File: src/hdl/ttcg_pkg.sv
// ttcg_pkg: shared types, register indexes and band constants of the
// thermal throttle and core gate block. No dependencies.
`timescale 1ns / 1ps
`default_nettype none

package ttcg_pkg;

  localparam int TEMP_W  = 9;
  localparam int TIME_W  = 64;
  localparam int FREQ_W  = 32;
  localparam int MASK_W  = 8;
  localparam int CIDX_W  = 3;
  localparam int CDATA_W = 32;
  localparam int IN_W    = 80;  // 9 + 64 bits, padded to whole bytes
  localparam int OUT_W   = 48;  // 32 + 1 + 1 + 8 bits, padded to whole bytes

  typedef enum logic [CIDX_W-1:0] {
    REG_TRIP_TEMP     = 3'd0,
    REG_HYSTERESIS    = 3'd1,
    REG_HOT_CAP       = 3'd2,
    REG_FULL_FREQ     = 3'd3,
    REG_MIN_HOLD_US   = 3'd4,
    REG_CORE_GATE_EN  = 3'd5
  } reg_idx_t;

  localparam logic [7:0]        TRIP_TEMP_RST     = 8'd65;
  localparam logic [7:0]        HYSTERESIS_RST    = 8'd5;
  localparam logic [FREQ_W-1:0] HOT_CAP_RST       = 32'd800000;
  localparam logic [FREQ_W-1:0] FULL_FREQ_RST     = 32'hFFFF_FFFF;
  localparam logic [FREQ_W-1:0] MIN_HOLD_US_RST   = 32'd1000000;
  localparam logic [MASK_W-1:0] MASK_ALL_ON       = 8'hFF;

  // temperature bands for core gating
  localparam logic signed [TEMP_W:0] BAND_HOT_LO  = 10'sd81;
  localparam logic signed [TEMP_W:0] BAND_WARM_LO = 10'sd60;
  localparam logic signed [TEMP_W:0] BAND_WARM_HI = 10'sd80;
  localparam logic signed [TEMP_W:0] BAND_MILD_LO = 10'sd49;
  localparam logic signed [TEMP_W:0] BAND_MILD_HI = 10'sd59;
  localparam logic signed [TEMP_W:0] BAND_ALL_ON  = 10'sd45;

  localparam logic [MASK_W-1:0] HOT_SET   = 8'h01;
  localparam logic [MASK_W-1:0] HOT_CLR   = 8'hCE;
  localparam logic [MASK_W-1:0] WARM_SET  = 8'hC0;
  localparam logic [MASK_W-1:0] WARM_CLR  = 8'h0E;
  localparam logic [MASK_W-1:0] MILD_SET  = 8'h03;
  localparam logic [MASK_W-1:0] MILD_CLR  = 8'h0C;

  typedef struct packed {
    logic [7:0]        trip_temp;
    logic [7:0]        hysteresis;
    logic [FREQ_W-1:0] hot_cap;
    logic [FREQ_W-1:0] full_freq;
    logic [FREQ_W-1:0] min_hold_us;
    logic              core_gate_enable;
  } cfg_t;

  typedef struct packed {
    logic              throttle_flag;
    logic [FREQ_W-1:0] cap_value;
    logic [TIME_W-1:0] cap_time;
    logic [MASK_W-1:0] online_mask;
  } state_t;

  typedef struct packed {
    logic [MASK_W-1:0] core_mask;
    logic              is_throttling;
    logic              cap_changed;
    logic [FREQ_W-1:0] freq_cap;
  } result_t;

endpackage

`default_nettype wire

File: src/hdl/thermal_throttle_core_gate_top.sv
// thermal_throttle_core_gate_top: poll input register, update logic, result register
// and configuration registers. Depends on ttcg_pkg and ttcg_step.
//
//  channel | dir | handshake            | payload
//  s_*     | in  | s_tvalid / s_tready  | s_tdata: temperature, now_us
//  m_*     | out | m_tvalid / m_tready  | m_tdata: freq_cap, cap_changed, is_throttling, core_mask
//  cfg_*   | in  | cfg_valid / cfg_ready| cfg_index, cfg_data
//
// one poll per cycle while results are taken; a result is offered once its beat has passed
// through the input register, then the result register fed by the combinational update logic
// throttle state updates as a poll moves into the result register
// a stalled result holds the input register, which still takes one more beat
// rst is synchronous and restores register and state reset values; cfg_ready is always high
`timescale 1ns / 1ps
`default_nettype none

module thermal_throttle_core_gate_top import ttcg_pkg::*; (
  input  wire logic               clk,
  input  wire logic               rst,
  input  wire logic               s_tvalid,
  output logic                    s_tready,
  input  wire logic [IN_W-1:0]    s_tdata,   // [8:0] temperature, [72:9] now_us, rest zero
  output logic                    m_tvalid,
  input  wire logic               m_tready,
  output logic [OUT_W-1:0]        m_tdata,   // [31:0] freq_cap, [32] cap_changed,
                                             // [33] is_throttling, [41:34] core_mask, rest zero
  input  wire logic               cfg_valid,
  output logic                    cfg_ready,
  input  wire logic [CIDX_W-1:0]  cfg_index,
  input  wire logic [CDATA_W-1:0] cfg_data
);

  cfg_t                     cfg;
  state_t                   st;
  state_t                   st_next;
  state_t                   st_upd;
  result_t                  res_next;
  result_t                  res;
  logic                     in_valid;
  logic signed [TEMP_W-1:0] in_temp;
  logic [TIME_W-1:0]        in_now;
  logic                     out_valid;
  logic                     advance;
  logic                     cfg_we;

  assign advance   = in_valid && (!out_valid || m_tready);
  assign s_tready  = !in_valid || advance;
  assign cfg_ready = 1'b1;
  assign cfg_we    = cfg_valid && cfg_ready;

  ttcg_step u_step (
    .cfg         (cfg),
    .cur         (st),
    .temperature (in_temp),
    .now_us      (in_now),
    .nxt         (st_next),
    .res         (res_next)
  );

  // input register
  always_ff @(posedge clk) begin
    if (rst) begin
      in_valid <= 1'b0;
    end else if (s_tready) begin
      in_valid <= s_tvalid;
    end
  end

  always_ff @(posedge clk) begin
    if (s_tready && s_tvalid) begin
      in_temp <= $signed(s_tdata[TEMP_W-1:0]);
      in_now  <= s_tdata[TEMP_W+TIME_W-1:TEMP_W];
    end
  end

  // result register
  always_ff @(posedge clk) begin
    if (rst) begin
      out_valid <= 1'b0;
    end else if (advance) begin
      out_valid <= 1'b1;
    end else if (m_tready) begin
      out_valid <= 1'b0;
    end
  end

  always_ff @(posedge clk) begin
    if (advance) begin
      res <= res_next;
    end
  end

  assign m_tvalid = out_valid;
  assign m_tdata  = {{(OUT_W-FREQ_W-2-MASK_W){1'b0}}, res.core_mask, res.is_throttling,
                     res.cap_changed, res.freq_cap};

  // gating switched off forces every core online
  always_comb begin
    st_upd = advance ? st_next : st;
    if (cfg_we && (cfg_index == REG_CORE_GATE_EN) && !cfg_data[0]) begin
      st_upd.online_mask = MASK_ALL_ON;
    end
  end

  // configuration and throttle state
  always_ff @(posedge clk) begin
    if (rst) begin
      cfg.trip_temp        <= TRIP_TEMP_RST;
      cfg.hysteresis       <= HYSTERESIS_RST;
      cfg.hot_cap          <= HOT_CAP_RST;
      cfg.full_freq        <= FULL_FREQ_RST;
      cfg.min_hold_us      <= MIN_HOLD_US_RST;
      cfg.core_gate_enable <= 1'b1;
      st.throttle_flag     <= 1'b0;
      st.cap_value         <= {FREQ_W{1'b1}};
      st.cap_time          <= '0;
      st.online_mask       <= MASK_ALL_ON;
    end else begin
      st <= st_upd;
      if (cfg_we) begin
        unique case (cfg_index)
          REG_TRIP_TEMP:    cfg.trip_temp        <= cfg_data[7:0];
          REG_HYSTERESIS:   cfg.hysteresis       <= cfg_data[7:0];
          REG_HOT_CAP:      cfg.hot_cap          <= cfg_data;
          REG_FULL_FREQ:    cfg.full_freq        <= cfg_data;
          REG_MIN_HOLD_US:  cfg.min_hold_us      <= cfg_data;
          REG_CORE_GATE_EN: cfg.core_gate_enable <= cfg_data[0];
          default: ;
        endcase
      end
    end
  end

  a_changed_matches_cap: assert property (@(posedge clk) disable iff (rst)
    advance |=> (res.cap_changed == (st.cap_value != $past(st.cap_value))))
    else $error("cap_changed disagrees with cap update");

  a_flag_matches_state: assert property (@(posedge clk) disable iff (rst)
    advance |=> (res.is_throttling == st.throttle_flag))
    else $error("is_throttling disagrees with throttle state");

  a_mask_all_on_when_off: assert property (@(posedge clk) disable iff (rst)
    !cfg.core_gate_enable |-> (st.online_mask == MASK_ALL_ON))
    else $error("online mask not all on while gating is off");

  a_ready_when_empty: assert property (@(posedge clk) disable iff (rst)
    !out_valid |-> s_tready)
    else $error("input stalled with empty result register");

endmodule

`default_nettype wire

File: src/hdl/ttcg_step.sv
// ttcg_step: combinational update for one poll; next state and result.
// Depends on ttcg_pkg.
`timescale 1ns / 1ps
`default_nettype none

module ttcg_step import ttcg_pkg::*; (
  input  cfg_t                     cfg,
  input  state_t                   cur,
  input  logic signed [TEMP_W-1:0] temperature,
  input  logic [TIME_W-1:0]        now_us,
  output state_t                   nxt,
  output result_t                  res
);

  logic signed [TEMP_W:0] t_ext;
  logic signed [TEMP_W:0] trip_ext;
  logic signed [TEMP_W:0] rel;
  logic [TIME_W:0]        sum;
  logic [TIME_W-1:0]      deadline;
  logic                   cold;
  logic                   hot;
  logic                   skip_bands;
  logic [MASK_W-1:0]      m;
  logic                   changed;

  always_comb begin
    t_ext    = {temperature[TEMP_W-1], temperature};
    trip_ext = $signed({2'b00, cfg.trip_temp});
    rel      = trip_ext - $signed({2'b00, cfg.hysteresis});
    // saturating hold deadline
    sum      = {1'b0, cur.cap_time} + {{(TIME_W+1-FREQ_W){1'b0}}, cfg.min_hold_us};
    deadline = sum[TIME_W] ? {TIME_W{1'b1}} : sum[TIME_W-1:0];
    cold       = cur.throttle_flag && (t_ext < rel);
    hot        = t_ext >= trip_ext;
    skip_bands = cold;

    nxt     = cur;
    changed = 1'b0;

    if (cold) begin
      if (now_us >= deadline) begin
        if (cur.cap_value != cfg.full_freq) begin
          nxt.cap_value = cfg.full_freq;
          nxt.cap_time  = now_us;
          changed       = 1'b1;
        end
        nxt.throttle_flag = 1'b0;
      end
    end else if (hot) begin
      if (cur.cap_value != cfg.hot_cap) begin
        nxt.cap_value = cfg.hot_cap;
        nxt.cap_time  = now_us;
        changed       = 1'b1;
      end
      nxt.throttle_flag = 1'b1;
    end

    m = cur.online_mask;
    priority if (t_ext >= BAND_HOT_LO) begin
      m = (m | HOT_SET) & ~HOT_CLR;
    end else if (t_ext >= BAND_WARM_LO && t_ext <= BAND_WARM_HI) begin
      m = (m | WARM_SET) & ~WARM_CLR;
    end else if (t_ext >= BAND_MILD_LO && t_ext <= BAND_MILD_HI) begin
      m = (m | MILD_SET) & ~MILD_CLR;
    end else if (t_ext == BAND_ALL_ON) begin
      m = MASK_ALL_ON;
    end else begin
      m = cur.online_mask;
    end
    if (!skip_bands && cfg.core_gate_enable) begin
      nxt.online_mask = m;
    end

    res.freq_cap      = nxt.cap_value;
    res.cap_changed   = changed;
    res.is_throttling = nxt.throttle_flag;
    res.core_mask     = cfg.core_gate_enable ? nxt.online_mask : MASK_ALL_ON;
  end

endmodule

`default_nettype wire
File: config.mk
export PLATFORM = sky130hd
export DESIGN_NAME = thermal_throttle_core_gate_top
export DESIGN_NICKNAME = d
export VERILOG_FILES = /design/src/hdl/ttcg_pkg.sv /design/src/hdl/thermal_throttle_core_gate_top.sv /design/src/hdl/ttcg_step.sv
export SDC_FILE = /design/constraint.sdc
export NUM_CORES = 1
export LEC_CHECK = 0
export BUFFER_PORTS_ARGS = -buffer_cell sky130_fd_sc_hd__buf_2
export CAP_MARGIN = 20
export CORE_UTILIZATION = 60
export DETAILED_ROUTE_END_ITERATION = 6
export PLACE_DENSITY = 0.81
export SLEW_MARGIN = 20
export SYNTH_ARGS = -nofsm -noshare
export SYNTH_HDL_FRONTEND = slang
export SYNTH_SLANG_ARGS = --single-unit
File: constraint.sdc
create_clock -name clk -period 12.9 [get_ports clk]
set_input_delay 0 -clock clk [delete_from_list [all_inputs] [get_ports clk]]
set_output_delay 0 -clock clk [all_outputs]
set_load 0.1 [all_outputs]
# Word level (Yosys, flattened, before mapping)

Index checks and enable logic that the tools add are counted.

Memories kept: 0
Output and inout bits: 51
Input port bits: 120
Register bits after elaboration: 335
Logic and storage cells: 82
Bits in read-only memories: 0
Bits in latches: 0
Bits in writable memories: 0

Order comparisons: 8
Div/mod/pow operators: 0
Multiply operators: 0
Bitwise logic cells: 0
Muxes and demuxes: 18
Reductions and logical operators: 26
Shifts and indexed selects: 0
Equal/unequal tests: 10
$add $sub $neg: 2

Operator list:

| kind               | count |
|---|---|
| $mux 97            | 3 |
| $mux 96            | 2 |
| $add 64x32->65     | 1 |
| $ge 64x64->1       | 1 |
| $mux 64            | 1 |
| $ne 32x32->1       | 2 |
| $mux 8             | 5 |
| $ge 9x7->1 const B | 2 |
| $reduce_and 2->1   | 6 |
| $eq 9x7->1 const B | 1 |
| $ge 9x8->1 const B | 1 |
| $ge 9x9->1         | 1 |
| $le 9x7->1 const B | 1 |
| $le 9x8->1 const B | 1 |
| $lt 9x9->1         | 1 |
| $sub 8x8->9        | 1 |
| $logic_and 1x1->1  | 8 |
| $mux 1             | 7 |
| $eq 3x2->1 const B | 2 |
| $eq 3x3->1 const B | 2 |
| $reduce_bool 2->1  | 3 |
| $reduce_and 5->1   | 1 |
| $logic_not 1->1    | 4 |
| $ne 2x2->1 const B | 2 |
| 4 further kinds    | 5 |

# Longest topological paths before layout

Depth after elaboration: 6
Depth in mapped cells: 26
Depth with buffers taken out: 22

# Cells and area by module

From an unflattened synthesis, not the netlist that was laid out.

Cells, all modules: 2036
Area, all modules: 18977.0 µm²

Modules (own cells, without submodules):

| module                         | area each (µm²) | cells each | instances | sequential area each (µm²) |
|---|---|---|---|---|
| thermal_throttle_core_gate_top | 11651.2         | 1062       | 1         | 7857.5 |
| ttcg_step                      | 7325.8          | 974        | 1         | 0.0 |

# Worst setup path before layout

No wires, ideal clock.

Kind: reg-to-reg
Start point: reg, netlist name cfg[18]
End point: reg res, in the netlist m_tdata[0] (data pin)
Stages on the path, launching flop included: 23
Period minus slack after synthesis: 4.787 ns
Path buffers: 4
Required time: 12.642 ns
Setup time: 0.258 ns
Arrival: 4.529 ns
Path slack: 8.113 ns
Cell sequence: dfxtp_1 > ha_1 > and3_4 > nand2_1 > nor4_1 > o21ai_1 > a21o_1 > or4_4 > buf_6 > buf_6 > nand3_2 > o21ai_1 > ha_1 > and2_0 > a221o_1 > and3_1 > a211oi_1 > o32ai_2 > a21oi_2 > buf_6 > clkinv_4 > buf_2 > o221a_2

RTL lines:

| what                 | RTL line                             | text |
|---|---|---|
| end signal, assigned | thermal_throttle_core_gate_top.sv:89 | `res <= res_next;` |
| end, declared        | thermal_throttle_core_gate_top.sv:38 | `result_t res;` |

==> impl_metrics.csv <==
group,metric,value,unit
outcome,status,"completed",
synthesis,synth-seq-cells,335,
synthesis,yosys.area.top_type,"dfxtp_1",
synthesis,ys_warn_count,0,
sta,post-route-period-util,60.1,%
layout,final_nets,2433,
route,first_pass_iters,7,
synthesis,netlist_area,18300,sq um
synthesis,synth_top_cell_area_share,24.1,%
synthesis,ys_async_sr_fraction,0,%
floorplan,initial_utilization,61.3,%
clock_tree,cts-root-buf,"clkbuf_16",
placed_design,place_hpwl,31800,microns
sta,period_needed,7.75,ns
synthesis,avgSynthCellArea,9.20,sq um
placed_design,port_buffers,156,
setup_path,crit_path_end_kind,"flip-flop",
sta,rsz0062_at_grt,"no",
power,p_leak,8.34,nW
sta,slew_headroom,24.9,%
clock_tree,cts_tree,"yes",
floorplan,num_rows,63,
layout,final_layout_size_suffix_gt1_share,15.1,%
sta,fmaxAchievable,0.129,GHz
placed_design,place_congestion,0.903,
clock_tree,cts.htree.levels,2,
floorplan,die_h,177,microns
route,antenna_left,0,
power,p_seq_share,44.6,%
sta,hold_violations,0,
sta,finClkSkew,0.0196,ns
clock_tree,clkSinkCount,335,
route,wire_per_inst,19.2,microns
setup_path,arrival,8.01,ns
synthesis,synth_cell_type_count,83,
power,peakVddDrop,109,uV
global_route,grt_pass1_vias,15566,
route,vias,16042,
sta,timing.hold.ws,0.0203,ns
global_route,grt_pass1_wl,79700,microns
power,internal-power,1.94,mW
run,cap_violations,0,
global_route,grt.total_usage,32.0,%
synthesis,synth-edff-count,115,
clock_tree,cts_made_buffers,37,
layout,stdcell_area,21500,sq um
power,clockPowerShare,41.6,%
synthesis,seq_area_frac_synth,43.0,%
hold_path,hold_path.class,"input port to flip-flop",
power,switchingPower,693,uW
global_route,grt_max_degree,118,
clock_tree,post-cts-setup-buffers,0,
sta,worst_slack,5.15,ns
sta,maxSlewViolCount,0,
setup_path,crit_fanout,97,
synthesis,synthTopCellsByArea,"dfxtp_1, edfxtp_1, ha_1",
setup_path,required,13.16,ns
sta,worst_slew_pin_slew,1.12,ns
floorplan,die_w,177,microns
global_route,grt_overflow,0,
power,p_sw_share,26.3,%
setup_path,path_class,"flip-flop to flip-flop",
floorplan,core,29800,sq um
sta,setup_tns,0,ns
synthesis,synth_ff_type,"dfxtp_1",
sta,final-setup-viol-count,0,
layout,final_cell_mix,"nand2_1, dfxtp_1, a21oi_1",
route,wl,50200,microns
floorplan,dieArea,31200,sq um
clock_tree,path_clk_slew,0.06,ns
route,drt_iter0_drc,1397,
global_route,antenna_found_initial,1,
floorplan,ios,171,
layout,final_common_cell,"nand2_1",
synthesis,syn-instance-count,1986,
power,power_density,122,nW/um^2
layout,area_growth,17.7,%
route,drc_errors,0,
clock_tree,clockBufferDepth,3,
clock_tree,clock_latency,0.53,ns
route,routed_via_density,6.14,
placed_design,dpl_cell_area,19100,sq um
placed_design,dp_slack,5.38,ns
setup_path,startpoint_type,"flip-flop",
power,p_comb_share,13.8,%
[synthesized netlist by cell type, types with 4 or more instances]
cell type	instances
dfxtp_1	220
o21bai_1	7
inv_1	36
buf_2	23
and2_1	9
o221a_2	33
a211oi_1	7
mux2i_1	21
nand3_1	84
a21oi_1	196
nor4_1	24
nand2_1	288
nand3_2	12
nand2b_1	48
ha_1	120
nor3_1	11
o21ai_1	4
clkbuf_1	78
and3_1	19
nand4_1	29
o21ai_0	97
xor2_1	76
o22ai_1	5
nor2b_1	11
nor2_1	96
or2_2	37
edfxtp_1	115
buf_4	7
or3_1	34
a21o_1	23
o21ai_2	5
a31oi_1	6
o211ai_1	10
buf_6	8
a211o_1	6
xnor2_1	26
o311a_1	32
o21a_1	5
nand3b_1	49
and4_1	7
[kinds of logic (layout without fill, tap and decap cells)]
family,Yosys count,after routing,share of synthesized area [%]
AO/OA/AOI/OAI,473,473,17.0
XOR/XNOR,102,102,4.89
adder cells (fa/ha/maj),122,122,8.43
buffers and inverters,158,387,4.05
flip-flops,335,335,43.0
multiplexers,21,21,1.15
other,2,8,0.0411
AND/OR/NAND/NOR,773,773,21.5
[power groups by stage]
stage                     sequential [mW]  combinational, mW  clock (mW)
after floorplan                      1.23              0.198           0
after global placement               1.19              0.317           0
after detailed placement             1.19              0.327           0
after CTS                            1.17              0.356        1.10
after global routing                 1.18              0.391        1.15
final                                1.17              0.364        1.10
[per-stage QoR]
stage | cells | utilization [%] | power (mW)
CTS | 2610 | 72.2 | 2.63
finish | 2611 | 72.2 | 2.63
global route | 2611 | 72.2 | 2.72
floorplan | 1991 | - | 1.43
detailed placement | 2429 | 64.1 | 1.52
global placement | 2429 | 64.1 | 1.51
[cell type report]
cell class	count	area, sq um
repair buffers	281	2010
well taps	390	488
clock buffers	54	1090
inverters	38	150
diodes	1	2.50
flip-flops and latches	335	7860
clock inverters	14	176
multi-input cells	1498	9740
fillers	2155	8280
[worst paths after layout]
check	startpoint	endpoint	slack, ns	cells past startpoint
max	cfg[2]	m_tdata[20]	5.15	19
min	rst	cfg[67]	0.02	2
min reg2reg	st[0]	st[0]	0.44	1
max reg2reg	cfg[2]	m_tdata[20]	5.15	19
[repair_timing]
item | 4_1_cts | 5_1_grt
setup endpoints to repair | 0 | 0
endpoints found under the hold margin | 188 | 0
hold buffers | 113 | 0
resized for setup | 0 | 0
[per-layer routing]
metal  track usage (%)  wire (microns)  vias up
met5                 0               0        -
met4              14.0            1840        0
met1              41.3           20600     7579
li1                  -               -     7593
met2              53.3           24000      739
met3              4.41            3750      131
[critical path, stage by stage, from the launching register on]
cell      delay [ns]
dfxtp_1         0.34
ha_1            0.29
a21o_1          0.16
a41o_1          0.25
nor4_1          0.10
o41ai_1         0.66
nor2_1          0.18
a22oi_2         0.76
nand2_1         0.28
o22ai_1         0.22
ha_1            0.28
a21o_1          0.19
a221o_1         0.36
and3_1          0.21
a211oi_1        0.75
o32ai_2         0.19
a21oi_4         0.14
buf_4           0.57
clkinv_4        0.87
o221a_2         0.57
[state kept, by name, summed over array words and instances, names as in the netlist]
| signal | cells |
|---|---|
| st | 105 |
| cfg | 113 |
| in_now | 64 |
| m_tvalid | 1 |
| in_temp | 9 |
| in_valid | 1 |
| m_tdata | 42 |
Power figures use the tool's default switching activity.
